File: config.mk
export PLATFORM = sky130hd
export DESIGN_NAME = json_string_unescape_utf8
export DESIGN_NICKNAME = d
export VERILOG_FILES = /design/src/jsu_pkg.sv /design/src/jsu_fifo.sv /design/src/jsu_front.sv /design/src/jsu_back.sv /design/src/json_string_unescape_utf8.sv
export SDC_FILE = /design/constraint.sdc
export NUM_CORES = 1
export LEC_CHECK = 0
export BUFFER_PORTS_ARGS = -buffer_cell sky130_fd_sc_hd__buf_4
export CAP_MARGIN = 40
export CORE_UTILIZATION = 62
export DETAILED_ROUTE_END_ITERATION = 6
export PLACE_DENSITY = 0.83
export SLEW_MARGIN = 20
export SYNTH_ARGS = -nofsm -noshare
export SYNTH_HDL_FRONTEND = slang
export SYNTH_HIERARCHICAL = 1
export SYNTH_SLANG_ARGS = --single-unit
File: constraint.sdc
create_clock -name aclk -period 8.5 [get_ports aclk]
set_input_delay 1.7 -clock aclk [delete_from_list [all_inputs] [get_ports aclk]]
set_output_delay 1.7 -clock aclk [all_outputs]
set_load 0.02 [all_outputs]
File: src/jsu_pkg.sv
// Package of the JSON string unescape block: command type, UTF-8 encoder, constants.
// No dependencies; used by the front end, the queue, the back end and the top level.
`default_nettype none

package jsu_pkg;

    // Default depth of the command queue between front and back end.
    localparam int JSU_FIFO_DEPTH = 4;

    // Surrogate prefixes (top six bits of a 16-bit code unit).
    localparam logic [5:0] JSU_HIGH_SURR_PREFIX = 6'b110110;
    localparam logic [5:0] JSU_LOW_SURR_PREFIX  = 6'b110111;
    localparam logic [20:0] JSU_SUPPLEMENTARY_BASE = 21'h10000;

    // UTF-8 encoding of one code point: bytes[0] goes out first.
    typedef struct packed {
        logic [3:0][7:0] bytes;
        logic [2:0]      len;
    } jsu_utf8_t;

    // One command: up to four segments, emitted in the order A, D, B, Y.
    typedef struct packed {
        logic [3:0][7:0] a_bytes;   // UTF-8 of a pending or combined code point
        logic [2:0]      a_len;
        logic [2:0][7:0] d_bytes;   // raw hex digits passed through
        logic [1:0]      d_len;
        logic [2:0][7:0] b_bytes;   // UTF-8 of a BMP code point
        logic [1:0]      b_len;
        logic [7:0]      y_byte;    // one single byte or the terminator
        logic            y_en;
        logic            y_nob;     // the single byte is a bare terminator
        logic            last;      // final command of the string
    } jsu_cmd_t;

    function automatic jsu_utf8_t jsu_utf8(input logic [20:0] cp);
        jsu_utf8_t r;
        r.bytes = '0;
        if (cp < 21'h80) begin
            r.bytes[0] = cp[7:0];
            r.len = 3'd1;
        end else if (cp < 21'h800) begin
            r.bytes[0] = {3'b110, cp[10:6]};
            r.bytes[1] = {2'b10, cp[5:0]};
            r.len = 3'd2;
        end else if (cp < 21'h10000) begin
            r.bytes[0] = {4'b1110, cp[15:12]};
            r.bytes[1] = {2'b10, cp[11:6]};
            r.bytes[2] = {2'b10, cp[5:0]};
            r.len = 3'd3;
        end else begin
            r.bytes[0] = {5'b11110, cp[20:18]};
            r.bytes[1] = {2'b10, cp[17:12]};
            r.bytes[2] = {2'b10, cp[11:6]};
            r.bytes[3] = {2'b10, cp[5:0]};
            r.len = 3'd4;
        end
        return r;
    endfunction

endpackage

`default_nettype wire

File: src/jsu_fifo.sv
// Command queue between the front end and the back end of the unescape block.
// Depends on jsu_pkg for the command type.
`default_nettype none

module jsu_fifo #(
    parameter int DEPTH = jsu_pkg::JSU_FIFO_DEPTH
) (
    input  wire logic             aclk,
    input  wire logic             aresetn,
    input  wire logic             push,
    input  wire jsu_pkg::jsu_cmd_t din,
    input  wire logic             pop,
    output jsu_pkg::jsu_cmd_t     dout,
    output logic                  not_empty,
    output logic                  full
);
    import jsu_pkg::*;

    localparam int PTR_W = (DEPTH > 1) ? $clog2(DEPTH) : 1;
    localparam int CNT_W = $clog2(DEPTH + 1);

    jsu_cmd_t         mem_reg [DEPTH];
    logic [PTR_W-1:0] wr_ptr_reg, wr_ptr_next;
    logic [PTR_W-1:0] rd_ptr_reg, rd_ptr_next;
    logic [CNT_W-1:0] count_reg, count_next;
    logic             do_push, do_pop;

    assign full      = (count_reg == CNT_W'(DEPTH));
    assign not_empty = (count_reg != '0);
    assign do_push   = push && !full;
    assign do_pop    = pop && not_empty;
    assign dout      = mem_reg[rd_ptr_reg];

    always_comb begin
        wr_ptr_next = wr_ptr_reg;
        rd_ptr_next = rd_ptr_reg;
        count_next  = count_reg;
        if (do_push) begin
            wr_ptr_next = (wr_ptr_reg == PTR_W'(DEPTH - 1)) ? '0 : wr_ptr_reg + 1'b1;
        end
        if (do_pop) begin
            rd_ptr_next = (rd_ptr_reg == PTR_W'(DEPTH - 1)) ? '0 : rd_ptr_reg + 1'b1;
        end
        if (do_push && !do_pop) begin
            count_next = count_reg + 1'b1;
        end else if (do_pop && !do_push) begin
            count_next = count_reg - 1'b1;
        end
    end

    always_ff @(posedge aclk) begin
        if (!aresetn) begin
            wr_ptr_reg <= '0;
            rd_ptr_reg <= '0;
            count_reg  <= '0;
        end else begin
            wr_ptr_reg <= wr_ptr_next;
            rd_ptr_reg <= rd_ptr_next;
            count_reg  <= count_next;
        end
    end

    always_ff @(posedge aclk) begin
        if (do_push) begin
            mem_reg[wr_ptr_reg] <= din;
        end
    end

endmodule

`default_nettype wire

File: src/jsu_front.sv
// Front end of the unescape block: accepts raw bytes, tracks the escape state
// and turns each item that produces output into one command. Depends on jsu_pkg.
`default_nettype none

module jsu_front (
    input  wire logic          aclk,
    input  wire logic          aresetn,
    input  wire logic          s_valid,
    output logic               s_ready,
    input  wire logic [7:0]    s_in_byte,
    input  wire logic          s_last_byte,
    input  wire logic          room,
    output logic               push,
    output jsu_pkg::jsu_cmd_t  cmd
);
    import jsu_pkg::*;

    typedef enum logic [2:0] {
        MODE_PLAIN,
        MODE_ESC,
        MODE_HEX,
        MODE_PEND,
        MODE_PEND_ESC,
        MODE_PEND_HEX
    } mode_t;

    localparam logic [7:0] CH_BSLASH = 8'h5C;
    localparam logic [7:0] CH_U      = 8'h75;

    mode_t       mode_reg, mode_next;
    logic [11:0] acc_reg, acc_next;
    logic [1:0]  dcnt_reg, dcnt_next;
    logic [9:0]  pend_reg, pend_next;
    logic [7:0]  digit_reg [3];

    logic        accept;
    logic        hex_ok;
    logic [3:0]  hex_d;
    logic [15:0] acc16;
    logic [15:0] pend_cp16;
    logic [20:0] comb_cp;
    logic [2:0][7:0] digits_new;
    logic        wr_digit;
    logic        is_bs, is_u;
    logic        a_pend, a_comb, b_en, y_en, y_nob;
    logic [1:0]  d_len;
    logic [7:0]  y_byte;
    logic [20:0] a_cp;
    jsu_utf8_t   enc_a, enc_b;
    logic        no_output;

    function automatic logic [7:0] short_escape(input logic [7:0] c);
        logic [7:0] r;
        case (c)
            8'h6E:   r = 8'h0A;   // n
            8'h74:   r = 8'h09;   // t
            8'h72:   r = 8'h0D;   // r
            8'h62:   r = 8'h08;   // b
            8'h66:   r = 8'h0C;   // f
            default: r = c;
        endcase
        return r;
    endfunction

    assign s_ready   = room;
    assign accept    = s_valid && room;
    assign is_bs     = (s_in_byte == CH_BSLASH);
    assign is_u      = (s_in_byte == CH_U);
    assign acc16     = {acc_reg, hex_d};
    assign pend_cp16 = {JSU_HIGH_SURR_PREFIX, pend_reg};
    assign comb_cp   = JSU_SUPPLEMENTARY_BASE + {1'b0, pend_reg, acc16[9:0]};

    always_comb begin
        hex_ok = 1'b1;
        hex_d  = s_in_byte[3:0];
        if (s_in_byte >= 8'h30 && s_in_byte <= 8'h39) begin
            hex_d = s_in_byte[3:0];
        end else if ((s_in_byte >= 8'h61 && s_in_byte <= 8'h66) ||
                     (s_in_byte >= 8'h41 && s_in_byte <= 8'h46)) begin
            hex_d = s_in_byte[3:0] + 4'd9;
        end else begin
            hex_ok = 1'b0;
        end
    end

    always_comb begin
        for (int i = 0; i < 3; i++) begin
            digits_new[i] = (dcnt_reg == 2'(i)) ? s_in_byte : digit_reg[i];
        end
    end

    always_comb begin
        mode_next = mode_reg;
        acc_next  = acc_reg;
        dcnt_next = dcnt_reg;
        pend_next = pend_reg;
        wr_digit  = 1'b0;
        a_pend    = 1'b0;
        a_comb    = 1'b0;
        b_en      = 1'b0;
        d_len     = 2'd0;
        y_en      = 1'b0;
        y_nob     = 1'b0;
        y_byte    = s_in_byte;

        unique case (mode_reg)
            MODE_PLAIN: begin
                if (is_bs) begin
                    mode_next = MODE_ESC;
                end else begin
                    y_en = 1'b1;
                end
            end
            MODE_ESC, MODE_PEND_ESC: begin
                if (is_u) begin
                    mode_next = (mode_reg == MODE_ESC) ? MODE_HEX : MODE_PEND_HEX;
                    acc_next  = '0;
                    dcnt_next = '0;
                end else begin
                    // A pending high surrogate goes out first, then the short escape.
                    a_pend    = (mode_reg == MODE_PEND_ESC);
                    y_en      = 1'b1;
                    y_byte    = short_escape(s_in_byte);
                    mode_next = MODE_PLAIN;
                end
            end
            MODE_PEND: begin
                if (is_bs) begin
                    mode_next = MODE_PEND_ESC;
                end else begin
                    a_pend    = 1'b1;
                    y_en      = 1'b1;
                    mode_next = MODE_PLAIN;
                end
            end
            MODE_HEX, MODE_PEND_HEX: begin
                if (!hex_ok) begin
                    // Drop the escape, pass the digits, then treat this byte as fresh.
                    a_pend    = (mode_reg == MODE_PEND_HEX);
                    d_len     = dcnt_reg;
                    dcnt_next = '0;
                    if (is_bs) begin
                        mode_next = MODE_ESC;
                    end else begin
                        y_en      = 1'b1;
                        mode_next = MODE_PLAIN;
                    end
                end else if (dcnt_reg != 2'd3) begin
                    wr_digit  = 1'b1;
                    acc_next  = {acc_reg[7:0], hex_d};
                    dcnt_next = dcnt_reg + 2'd1;
                end else begin
                    dcnt_next = '0;
                    if (mode_reg == MODE_PEND_HEX &&
                        acc16[15:10] == JSU_LOW_SURR_PREFIX) begin
                        a_comb    = 1'b1;
                        mode_next = MODE_PLAIN;
                    end else begin
                        a_pend = (mode_reg == MODE_PEND_HEX);
                        if (acc16[15:10] == JSU_HIGH_SURR_PREFIX) begin
                            pend_next = acc16[9:0];
                            mode_next = MODE_PEND;
                            // At end of string a new high surrogate is flushed at once.
                            b_en      = s_last_byte;
                        end else begin
                            b_en      = 1'b1;
                            mode_next = MODE_PLAIN;
                        end
                    end
                end
            end
            default: begin
                mode_next = MODE_PLAIN;
            end
        endcase

        if (s_last_byte) begin
            // Flush whatever the string leaves open; a lone backslash is dropped.
            unique case (mode_next)
                MODE_HEX: begin
                    d_len = dcnt_next;
                end
                MODE_PEND_ESC: begin
                    a_pend = 1'b1;
                end
                MODE_PEND_HEX: begin
                    a_pend = 1'b1;
                    d_len  = dcnt_next;
                end
                default: begin
                end
            endcase
            mode_next = MODE_PLAIN;
            acc_next  = '0;
            dcnt_next = '0;
            pend_next = '0;
        end

        no_output = !a_pend && !a_comb && (d_len == 2'd0) && !b_en && !y_en;
        if (s_last_byte && no_output) begin
            y_en   = 1'b1;
            y_nob  = 1'b1;
            y_byte = 8'h00;
        end
    end

    assign a_cp  = a_comb ? comb_cp : {5'd0, pend_cp16};
    assign enc_a = jsu_utf8(a_cp);
    assign enc_b = jsu_utf8({5'd0, acc16});

    always_comb begin
        cmd.a_bytes = enc_a.bytes;
        cmd.a_len   = (a_pend || a_comb) ? enc_a.len : 3'd0;
        cmd.d_bytes = digits_new;
        cmd.d_len   = d_len;
        cmd.b_bytes = enc_b.bytes[2:0];
        cmd.b_len   = b_en ? enc_b.len[1:0] : 2'd0;
        cmd.y_byte  = y_byte;
        cmd.y_en    = y_en;
        cmd.y_nob   = y_nob;
        cmd.last    = s_last_byte;
    end

    assign push = accept && !(no_output && !s_last_byte);

    always_ff @(posedge aclk) begin
        if (!aresetn) begin
            mode_reg <= MODE_PLAIN;
            acc_reg  <= '0;
            dcnt_reg <= '0;
            pend_reg <= '0;
        end else if (accept) begin
            mode_reg <= mode_next;
            acc_reg  <= acc_next;
            dcnt_reg <= dcnt_next;
            pend_reg <= pend_next;
        end
    end

    always_ff @(posedge aclk) begin
        if (accept && wr_digit) begin
            digit_reg[dcnt_reg] <= s_in_byte;
        end
    end

endmodule

`default_nettype wire

File: src/jsu_back.sv
// Back end of the unescape block: walks the segments of the head command and
// sends one byte per cycle through the output register unless stalled. Depends on jsu_pkg.
`default_nettype none

module jsu_back (
    input  wire logic          aclk,
    input  wire logic          aresetn,
    input  wire jsu_pkg::jsu_cmd_t head,
    input  wire logic          head_valid,
    output logic               pop,
    output logic               m_valid,
    input  wire logic          m_ready,
    output logic [7:0]         m_out_byte,
    output logic               m_no_byte,
    output logic               m_end_of_string
);
    import jsu_pkg::*;

    typedef enum logic [1:0] {
        SEG_A,
        SEG_D,
        SEG_B,
        SEG_Y
    } seg_t;

    seg_t       seg_reg, seg_next;
    logic [1:0] idx_reg, idx_next;
    logic       m_valid_reg, m_valid_next;
    logic [7:0] byte_reg, byte_next;
    logic       nob_reg, nob_next;
    logic       eos_reg, eos_next;

    logic [2:0] lens [4];
    seg_t       cur, nxt;
    logic       found_cur, found_nxt;
    logic       seg_end, entry_done, load;
    logic [7:0] cur_byte;

    always_comb begin
        lens[0] = head.a_len;
        lens[1] = {1'b0, head.d_len};
        lens[2] = {1'b0, head.b_len};
        lens[3] = {2'b00, head.y_en};
    end

    // First non-empty segment at or after the current one, and the one after it.
    always_comb begin
        cur       = SEG_Y;
        found_cur = 1'b0;
        for (int s = 0; s < 4; s++) begin
            if (!found_cur && 2'(s) >= seg_reg && lens[s] != 3'd0) begin
                cur       = seg_t'(2'(s));
                found_cur = 1'b1;
            end
        end
        nxt       = SEG_A;
        found_nxt = 1'b0;
        for (int s = 0; s < 4; s++) begin
            if (!found_nxt && 2'(s) > cur && lens[s] != 3'd0) begin
                nxt       = seg_t'(2'(s));
                found_nxt = 1'b1;
            end
        end
    end

    always_comb begin
        unique case (cur)
            SEG_A:   cur_byte = head.a_bytes[idx_reg];
            SEG_D:   cur_byte = head.d_bytes[idx_reg];
            SEG_B:   cur_byte = head.b_bytes[idx_reg];
            SEG_Y:   cur_byte = head.y_byte;
            default: cur_byte = head.y_byte;
        endcase
    end

    assign seg_end    = (({1'b0, idx_reg} + 3'd1) == lens[cur]);
    assign entry_done = seg_end && !found_nxt;
    assign load       = head_valid && (!m_valid_reg || m_ready);
    assign pop        = load && entry_done;

    always_comb begin
        seg_next     = seg_reg;
        idx_next     = idx_reg;
        m_valid_next = m_valid_reg && !m_ready;
        byte_next    = byte_reg;
        nob_next     = nob_reg;
        eos_next     = eos_reg;
        if (load) begin
            m_valid_next = 1'b1;
            byte_next    = cur_byte;
            nob_next     = (cur == SEG_Y) && head.y_nob;
            eos_next     = entry_done && head.last;
            if (!seg_end) begin
                seg_next = cur;
                idx_next = idx_reg + 2'd1;
            end else if (found_nxt) begin
                seg_next = nxt;
                idx_next = '0;
            end else begin
                seg_next = SEG_A;
                idx_next = '0;
            end
        end
    end

    always_ff @(posedge aclk) begin
        if (!aresetn) begin
            seg_reg     <= SEG_A;
            idx_reg     <= '0;
            m_valid_reg <= 1'b0;
        end else begin
            seg_reg     <= seg_next;
            idx_reg     <= idx_next;
            m_valid_reg <= m_valid_next;
        end
        byte_reg <= byte_next;
        nob_reg  <= nob_next;
        eos_reg  <= eos_next;
    end

    assign m_valid         = m_valid_reg;
    assign m_out_byte      = byte_reg;
    assign m_no_byte       = nob_reg;
    assign m_end_of_string = eos_reg;

endmodule

`default_nettype wire

File: src/json_string_unescape_utf8.sv
// Top level of the JSON string unescape block: front end, command queue, back end.
// Depends on jsu_pkg, jsu_front, jsu_fifo and jsu_back.
//
//  Channel  Ports                                      Direction  Item
//  input    s_valid s_ready s_in_byte s_last_byte      in         one raw string byte
//  result   m_valid m_ready m_out_byte m_no_byte       out        one decoded byte
//           m_end_of_string
//
// The front end classifies each byte in the cycle it is accepted and writes
// one command into the queue for each item that produces output. A command
// passes through the queue and then the output register before the first
// result of an item appears; the back end sends an item's results in order.
// An item is accepted whenever the queue has room; plain bytes sustain one
// item per cycle unless results stall, and the back end's one-byte-per-cycle
// output register sets the pace during multi-byte escapes unless stalled.
// Reset is synchronous and active low; it empties the queue and returns the
// decoder to plain text mode. A stalled result holds in the output register
// while the queue keeps accepting items until it is full.
`default_nettype none

module json_string_unescape_utf8 #(
    parameter int FIFO_DEPTH = jsu_pkg::JSU_FIFO_DEPTH
) (
    input  wire logic        aclk,
    input  wire logic        aresetn,
    input  wire logic        s_valid,
    output logic             s_ready,
    input  wire logic [7:0]  s_in_byte,
    input  wire logic        s_last_byte,
    output logic             m_valid,
    input  wire logic        m_ready,
    output logic [7:0]       m_out_byte,
    output logic             m_no_byte,
    output logic             m_end_of_string
);
    import jsu_pkg::*;

    jsu_cmd_t front_cmd;
    jsu_cmd_t head_cmd;
    logic     push;
    logic     pop;
    logic     head_valid;
    logic     queue_full;

    // Front end: escape state machine, one command per item that produces output.
    jsu_front u_front (
        .aclk        (aclk),
        .aresetn     (aresetn),
        .s_valid     (s_valid),
        .s_ready     (s_ready),
        .s_in_byte   (s_in_byte),
        .s_last_byte (s_last_byte),
        .room        (!queue_full),
        .push        (push),
        .cmd         (front_cmd)
    );

    // The queue lets the front keep accepting bytes while a long escape drains.
    jsu_fifo #(
        .DEPTH (FIFO_DEPTH)
    ) u_fifo (
        .aclk      (aclk),
        .aresetn   (aresetn),
        .push      (push),
        .din       (front_cmd),
        .pop       (pop),
        .dout      (head_cmd),
        .not_empty (head_valid),
        .full      (queue_full)
    );

    // Back end: serializes each command into result items.
    jsu_back u_back (
        .aclk            (aclk),
        .aresetn         (aresetn),
        .head            (head_cmd),
        .head_valid      (head_valid),
        .pop             (pop),
        .m_valid         (m_valid),
        .m_ready         (m_ready),
        .m_out_byte      (m_out_byte),
        .m_no_byte       (m_no_byte),
        .m_end_of_string (m_end_of_string)
    );

endmodule

`default_nettype wire

; Word level (Yosys, flattened, before mapping)
; Memories as Yosys holds them, arrays and structs flattened. A register that Yosys moved wholly into a read port is not among the register bits.
; Index checks and enable logic that the tools add are counted.
[word_totals]
regBits = 49
ram_bits = 416
input_bits = 13
word_cells = 274
mem_count = 2
[memory_table]
columns = memory, words, width, read_ports, rd_ports_with_merged_regs, wr, line
row1 = u_fifo.mem_reg, 4, 98, 1, 1, 1, jsu_fifo.sv:22  ; jsu_cmd_t mem_reg [DEPTH];
row2 = u_front.digit_reg, 3, 8, 3, 0, 1, jsu_front.sv:34  ; logic [7:0] digit_reg [3];
[op_classes]
n_addsub = 9
magnitude_cmp = 21
n_eq_ne = 32
muxes = 118
n_bitwise = 1
n_reduce_logical = 78
[ops]
columns = cell, count
row1 = two-way mux 8 bit, 11
row2 = two-way mux 10 bit, 6
row3 = == test 8 x 7 -> 1 bit (second input constant), 7
row4 = binary-select mux 8 bit (select 2 bit), 3
row5 = two-way mux 12 bit, 4
row6 = two-way mux 2 bit, 23
row7 = case mux 8 bit (5 select lines), 1
row8 = two-way mux 1 bit, 39
row9 = two-way mux 3 bit, 13
row10 = logical AND 1 bit, 37
row11 = two-way mux 16 bit, 2
row12 = case mux 8 bit (4 select lines), 1
row13 = two-way mux 25 bit, 1
row14 = two-way mux 24 bit, 1
row15 = case mux 12 bit (2 select lines), 1
row16 = two-way mux 11 bit, 2
row17 = adder 17 x 20 -> 21 bit (first input constant), 1
row18 = < comparator 21 x 12 -> 1 bit (second input constant), 1
row19 = < comparator 21 x 17 -> 1 bit (second input constant), 1
row20 = < comparator 21 x 8 -> 1 bit (second input constant), 1
row21 = two-way mux 21 bit, 1
row22 = two-way mux 19 bit, 1
row23 = logical NOT 1 bit, 18
row24 = two-way mux 17 bit, 1
row25 = other kinds (40), 82

; Depth between registers and ports, before layout
[logic_depth]
depth_word = 37
ltp_mapped = 18
depth_no_buf = 16

; Modules after synthesis
; Netlist, hierarchy kept.
[by_module_without_submodules]
columns = mod, n_inst, cells_each, area_each_um2, seq_area_each_um2
row1 = jsu_fifo, 1, 563, 14591.5, 11951.5
row2 = jsu_front, 1, 481, 4028.9, 1261.2
row3 = jsu_back, 1, 169, 1594.0, 400.4
row4 = json_string_unescape_utf8, 1, 1, 3.8, 0.0

; Worst setup path before layout
; Ideal clock, no wire load.
[synth_timing]
path_type = input -> register
start = in s_in_byte[7]
end = mem u_fifo/mem_reg[0][0] (netlist bit) (enable)
setup_ns = 0.468
arrival_ns = 5.821
setup_slack_ns = 2.211
stages = 11
path_buffers = 2
path_cell_list = or3b_4 -> o31a_4 -> nor2_8 -> buf_6 -> nand4_1 -> o2111ai_2 -> nor2_1 -> nor2_1 -> nor2b_1 -> clkbuf_1 -> and2_1
[synth_via]
elab_chain_len = 22
[synth_lines]
columns = element, line
row1 = start: declaration, json_string_unescape_utf8.sv:28  ; input wire logic [7:0] s_in_byte,
row2 = "greater-or-equal comparator 8 x 7 -> 1 bit, or another cell as far along", jsu_front.sv:78  ; end else if ((s_in_byte >= 8'h61 && s_in_byte <= 8'h66) ||
row3 = "logical AND 1 bit, on equally long branches", "jsu_front.sv:78, jsu_front.sv:79"
row4 = logical OR 1 bit, jsu_front.sv:78
row5 = two-way mux 1 bit, jsu_front.sv:78
row6 = two-way mux 1 bit, jsu_front.sv:76  ; if (s_in_byte >= 8'h30 && s_in_byte <= 8'h39) begin
row7 = two-way mux 3 bit, jsu_front.sv:137  ; if (!hex_ok) begin
row8 = case mux 3 bit (4 select lines), jsu_front.sv:106  ; unique case (mode_reg)
row9 = == test 3 bit, jsu_front.sv:179  ; unique case (mode_next)
row10 = [8 not listed], n/a
row11 = logical AND 1 bit *, jsu_front.sv:224  ; assign push = accept && !(no_output && !s_last_byte);
row12 = logical NOT 1 bit *, jsu_front.sv:224
row13 = logical AND 1 bit *, jsu_front.sv:224
row14 = named net push, json_string_unescape_utf8.sv:40  ; logic push;
row15 = logical AND 1 bit *, jsu_fifo.sv:30  ; assign do_push = push && !full;
row16 = named net u_fifo.do_push, jsu_fifo.sv:26  ; logic do_push, do_pop;
row17 = two-way mux 1 bit *, jsu_fifo.sv:64  ; if (do_push) begin
row18 = two-way mux 1 bit (not written as such) *, jsu_fifo.sv:65  ; mem_reg[wr_ptr_reg] <= din;
row19 = end: declaration, jsu_fifo.sv:22
; The timed path passes the listed nets; every way through them passes the cells marked *.

; Worst setup path after layout
[layout_timing]
start = in s_in_byte[0]
end = mem u_fifo/mem_reg[2][15] (netlist bit) (enable)
[layout_via]
elab_chain_len = 22
[layout_lines]
columns = element, line
row1 = "greater-or-equal comparator 8 x 7 -> 1 bit, or another cell as far along", jsu_front.sv:78
row2 = "logical AND 1 bit, on equally long branches", "jsu_front.sv:78, jsu_front.sv:79"
row3 = logical OR 1 bit, jsu_front.sv:78
row4 = two-way mux 1 bit, jsu_front.sv:78
row5 = two-way mux 1 bit, jsu_front.sv:76
row6 = two-way mux 3 bit, jsu_front.sv:137
row7 = case mux 3 bit (4 select lines), jsu_front.sv:106
row8 = == test 3 bit, jsu_front.sv:179
row9 = [7 not listed], n/a
row10 = logical AND 1 bit *, jsu_front.sv:199  ; no_output = !a_pend && !a_comb && (d_len == 2'd0) && !b_en && !y_en;
row11 = logical AND 1 bit *, jsu_front.sv:224
row12 = logical NOT 1 bit *, jsu_front.sv:224
row13 = logical AND 1 bit *, jsu_front.sv:224
row14 = named net push, json_string_unescape_utf8.sv:40
row15 = logical AND 1 bit *, jsu_fifo.sv:30
row16 = two-way mux 1 bit *, jsu_fifo.sv:64
row17 = two-way mux 1 bit (not written as such) *, jsu_fifo.sv:65
; Marked as above.

==> load_flow_metrics.sql <==
INSERT INTO impl_metrics (metric_group, metric, value, unit) VALUES
('critical_path', 'crit_path_max_incr_delay', '0.62', 'ns'),
('power_and_ir_drop', 'internal-power', '4409', 'uW'),
('route', 'avgRoutedWirePerCell', '28.30', 'um'),
('power_and_ir_drop', 'power_density', '279.8', 'mW/mm2'),
('timing', 'maxClockFrequency', '181.8', 'MHz'),
('cts', 'cts-hold-fix-buffers', '0', ''),
('power_and_ir_drop', 'power_frac_seq', '47.7', '%'),
('status', 'status', 'finished, violations left', ''),
('route', 'route.detailed.vias_per_inst', '6.940', ''),
('floorplan', 'design.portCount', '25', ''),
('place', 'placement.cell_area', '0.02084', 'mm2'),
('route', 'initialDrtViolationCount', '1702', ''),
('flow_run', 'timing.max_cap.violations', '0', ''),
('power_and_ir_drop', 'fraction_of_power_spent_switching_nets', '29.20', '%'),
('critical_path', 'critical_path.slowest_cell', 'sky130_fd_sc_hd__nor2b_1', ''),
('critical_path', 'crit_cells', '14', ''),
('cts', 'cts_buffers', '46', ''),
('yosys', 'synth_compound_gate_area_share', '6.943', '%'),
('power_and_ir_drop', 'power.static_leakage', '0.007140', 'uW'),
('yosys', 'synth_edf_count', '426', ''),
('timing', 'relSlewSlack', '34.62', '%'),
('global_routing', 'antenna_found_initial', '0', ''),
('yosys', 'yosys_most_used_dff', 'sky130_fd_sc_hd__edfxtp_1', ''),
('critical_path', 'timing.reg2reg.worst_path_depth', '15', ''),
('yosys', 'synth_top_area_cell', 'sky130_fd_sc_hd__edfxtp_1', ''),
('critical_path', 'cp.required', '8.68', 'ns'),
('timing', 'setup-tns-final', '0', 'ns'),
('power_and_ir_drop', 'total_power', '6227', 'uW'),
('finish', 'syn_to_final_growth', '10.06', '%'),
('cts', 'depth_of_the_cts_h_tree', '2', ''),
('yosys', 'synth_most_common_cell', 'sky130_fd_sc_hd__edfxtp_1', ''),
('finish', 'n_antenna_cell', '0', ''),
('critical_path', 'worst_path_bufs_invs', '4', ''),
('global_routing', 'grt_start_max_net_pins', '54', ''),
('place', 'placedCellCount', '1622', ''),
('cts', 'cts_root_buffer', 'sky130_fd_sc_hd__clkbuf_16', ''),
('yosys', 'synth_top_cells_by_count', 'sky130_fd_sc_hd__edfxtp_1, sky130_fd_sc_hd__mux4_2, sky130_fd_sc_hd__nor2_1', ''),
('finish', 'utilization', '69.97', '%'),
('status', 'violations', 'design-rule violations', ''),
('place', 'io_buffers', '24', ''),
('timing', 'timing.final.crit_share', '64.71', '%'),
('timing', 'finalCriticalPeriod', '5.500', 'ns'),
('finish', 'finish.cell_count_without_fillers', '1709', ''),
('yosys', 'synthDominantCellAreaShare', '63.27', '%'),
('power_and_ir_drop', 'vdd.ir_drop.worst', '0.1890', 'mV'),
('critical_path', 'worstSetupEndpointType', 'register', ''),
('floorplan', 'design.die.area', '0.03334', 'mm2'),
('yosys', 'muxShareOfSynthArea', '14.77', '%'),
('yosys', 'post_synth_fa_ha_maj_area_fraction', '1.089', '%'),
('place', 'dpl_hpwl', '29.47', 'mm'),
('critical_path', 'critical_path.cell_chain', 'buf_4 > inv_1 > ha_1 > nor3b_1 > o31a_4 > nor2_8 > nand4_1 > o2111ai_2 > nor2_1 > nor2_1 > nor2b_1 > and2_4 > buf_12 > buf_4', ''),
('yosys', 'synth-simple-area-share', '6.950', '%'),
('floorplan', 'die_height', '182.6', 'um'),
('yosys', 'syn_area_per_cell', '16.65', 'um2'),
('timing', 'maxSlewViolCount', '0', ''),
('cts', 'cts.sink_count', '467', ''),
('route', 'drcViolationCount', '3', ''),
('global_routing', 'vias_in_the_first_global_route', '11590', ''),
('critical_path', 'worst-endpoint-arrival', '5.68', 'ns'),
('global_routing', 'global_route.usage.total', '29.86', '%'),
('floorplan', 'dieWidth', '182.6', 'um'),
('cts', 'postCtsResizedCells', '0', ''),
('timing', 'final-hold-violation-count', '0', ''),
('route', 'detail_route.wirelength', '48.36', 'mm'),
('finish', 'post_route_cells_drive_above_1_share', '21.59', '%'),
('floorplan', 'core_region_area', '0.03180', 'mm2'),
('critical_path', 'worst_path_dominant_cell_family', 'simple AND/OR/NAND/NOR gates', ''),
('cts', 'clkSlewWorstSetupHoldPaths', '0.06', 'ns'),
('power_and_ir_drop', 'switching_power', '1818', 'uW'),
('floorplan', 'initial_core_util', '63.58', '%'),
('place', 'place.gp.congestion', '0.8732', '');
## final cells by class
type | count | area share (%)
Clock buffer | 58 | 5.516
Clock inverter | 26 | 0.7310
Inverter | 33 | 0.5679
Multi-Input combinational cell | 642 | 27.45
Sequential cell | 467 | 61.22
Tap cell | 435 | 2.446
Timing Repair Buffer | 48 | 2.069
## cell usage in the layout (no fill, tap or decap), types with 5 or more instances in the layout
master	count
sky130_fd_sc_hd__o22a_1	8
sky130_fd_sc_hd__mux4_2	106
sky130_fd_sc_hd__nand2b_1	17
sky130_fd_sc_hd__edfxtp_1	426
sky130_fd_sc_hd__nor2_1	74
sky130_fd_sc_hd__o21ai_1	9
sky130_fd_sc_hd__nor2b_1	9
sky130_fd_sc_hd__clkinv_2	6
sky130_fd_sc_hd__nand3_1	16
sky130_fd_sc_hd__conb_1	5
sky130_fd_sc_hd__a21oi_1	46
sky130_fd_sc_hd__o22ai_1	8
sky130_fd_sc_hd__mux2i_1	26
sky130_fd_sc_hd__or3_1	5
sky130_fd_sc_hd__and3_1	9
sky130_fd_sc_hd__mux2_2	26
sky130_fd_sc_hd__a22oi_1	18
sky130_fd_sc_hd__dfxtp_1	38
sky130_fd_sc_hd__buf_4	39
sky130_fd_sc_hd__clkinv_1	17
sky130_fd_sc_hd__clkbuf_16	47
sky130_fd_sc_hd__nor3_1	18
sky130_fd_sc_hd__ha_1	16
sky130_fd_sc_hd__inv_1	30
sky130_fd_sc_hd__a22o_1	16
sky130_fd_sc_hd__clkbuf_1	10
sky130_fd_sc_hd__nand2_1	52
sky130_fd_sc_hd__and2_1	12
sky130_fd_sc_hd__o21ai_0	32
## worst paths after layout
kind / from / slack [ns] / to
setup / recovery: s_in_byte[0] / 3.00 / u_fifo/mem_reg[2][15]$_DFFE_PP_
hold / removal: u_back/m_valid$_SDFF_PN0_ / 0.53 / u_back/m_valid$_SDFF_PN0_
setup reg to reg: register / 3.69 / u_fifo/count_reg[2]$_SDFFE_PN0P_
hold reg to reg: u_back/m_valid$_SDFF_PN0_ / 0.53 / u_back/m_valid$_SDFF_PN0_
## through the flow
stage	hold WS (ns)	setup slack, ns
floorplan	0.4677	2.211
global placement	0.4882	2.525
detailed placement	0.5200	2.598
CTS	0.5312	3.064
global route	0.5449	2.741
finish	0.5262	3.000
## routing by layer
| layer | up-vias | track usage [%] | share of wire [%] |
|---|---|---|---|
| met5 | - | 0 | 0 |
| met4 | 0 | 10.52 | 3.2 |
| met3 | 128 | 5.887 | 12 |
| met2 | 902 | 46.18 | 47 |
| met1 | 5943 | 42.92 | 38 |
| li1 | 4888 | - | - |
## power by group through the flow
stage	logic, uW	clock network, uW	registers, uW
after floorplan	841	0	3020
final	1360	1900	2970
after detailed placement	1300	0	3000
after global placement	1220	0	2980
after global routing	1430	1990	2990
after CTS	1340	1910	2970
## logic make-up (layout without fill, tap and decap cells)
family / count (synthesis) / count (layout)
other: 1 / 5
muxes: 160 / 160
DFF: 467 / 467
xor gates and xnor gates: 6 / 6
buffers and inverters: 109 / 165
AOI/OAI and AO/OA: 197 / 197
and+or+nand+nor: 257 / 257
adders and majority gates: 17 / 17
## worst min-delay path: cells and delay by family, from the launching register on
kind | cells | cell delay [ns]
DFF | 1 | 0.31
and+or+nand+nor | 1 | 0.09
AOI/OAI and AO/OA | 1 | 0.08
(Power assumes the default switching activity.)
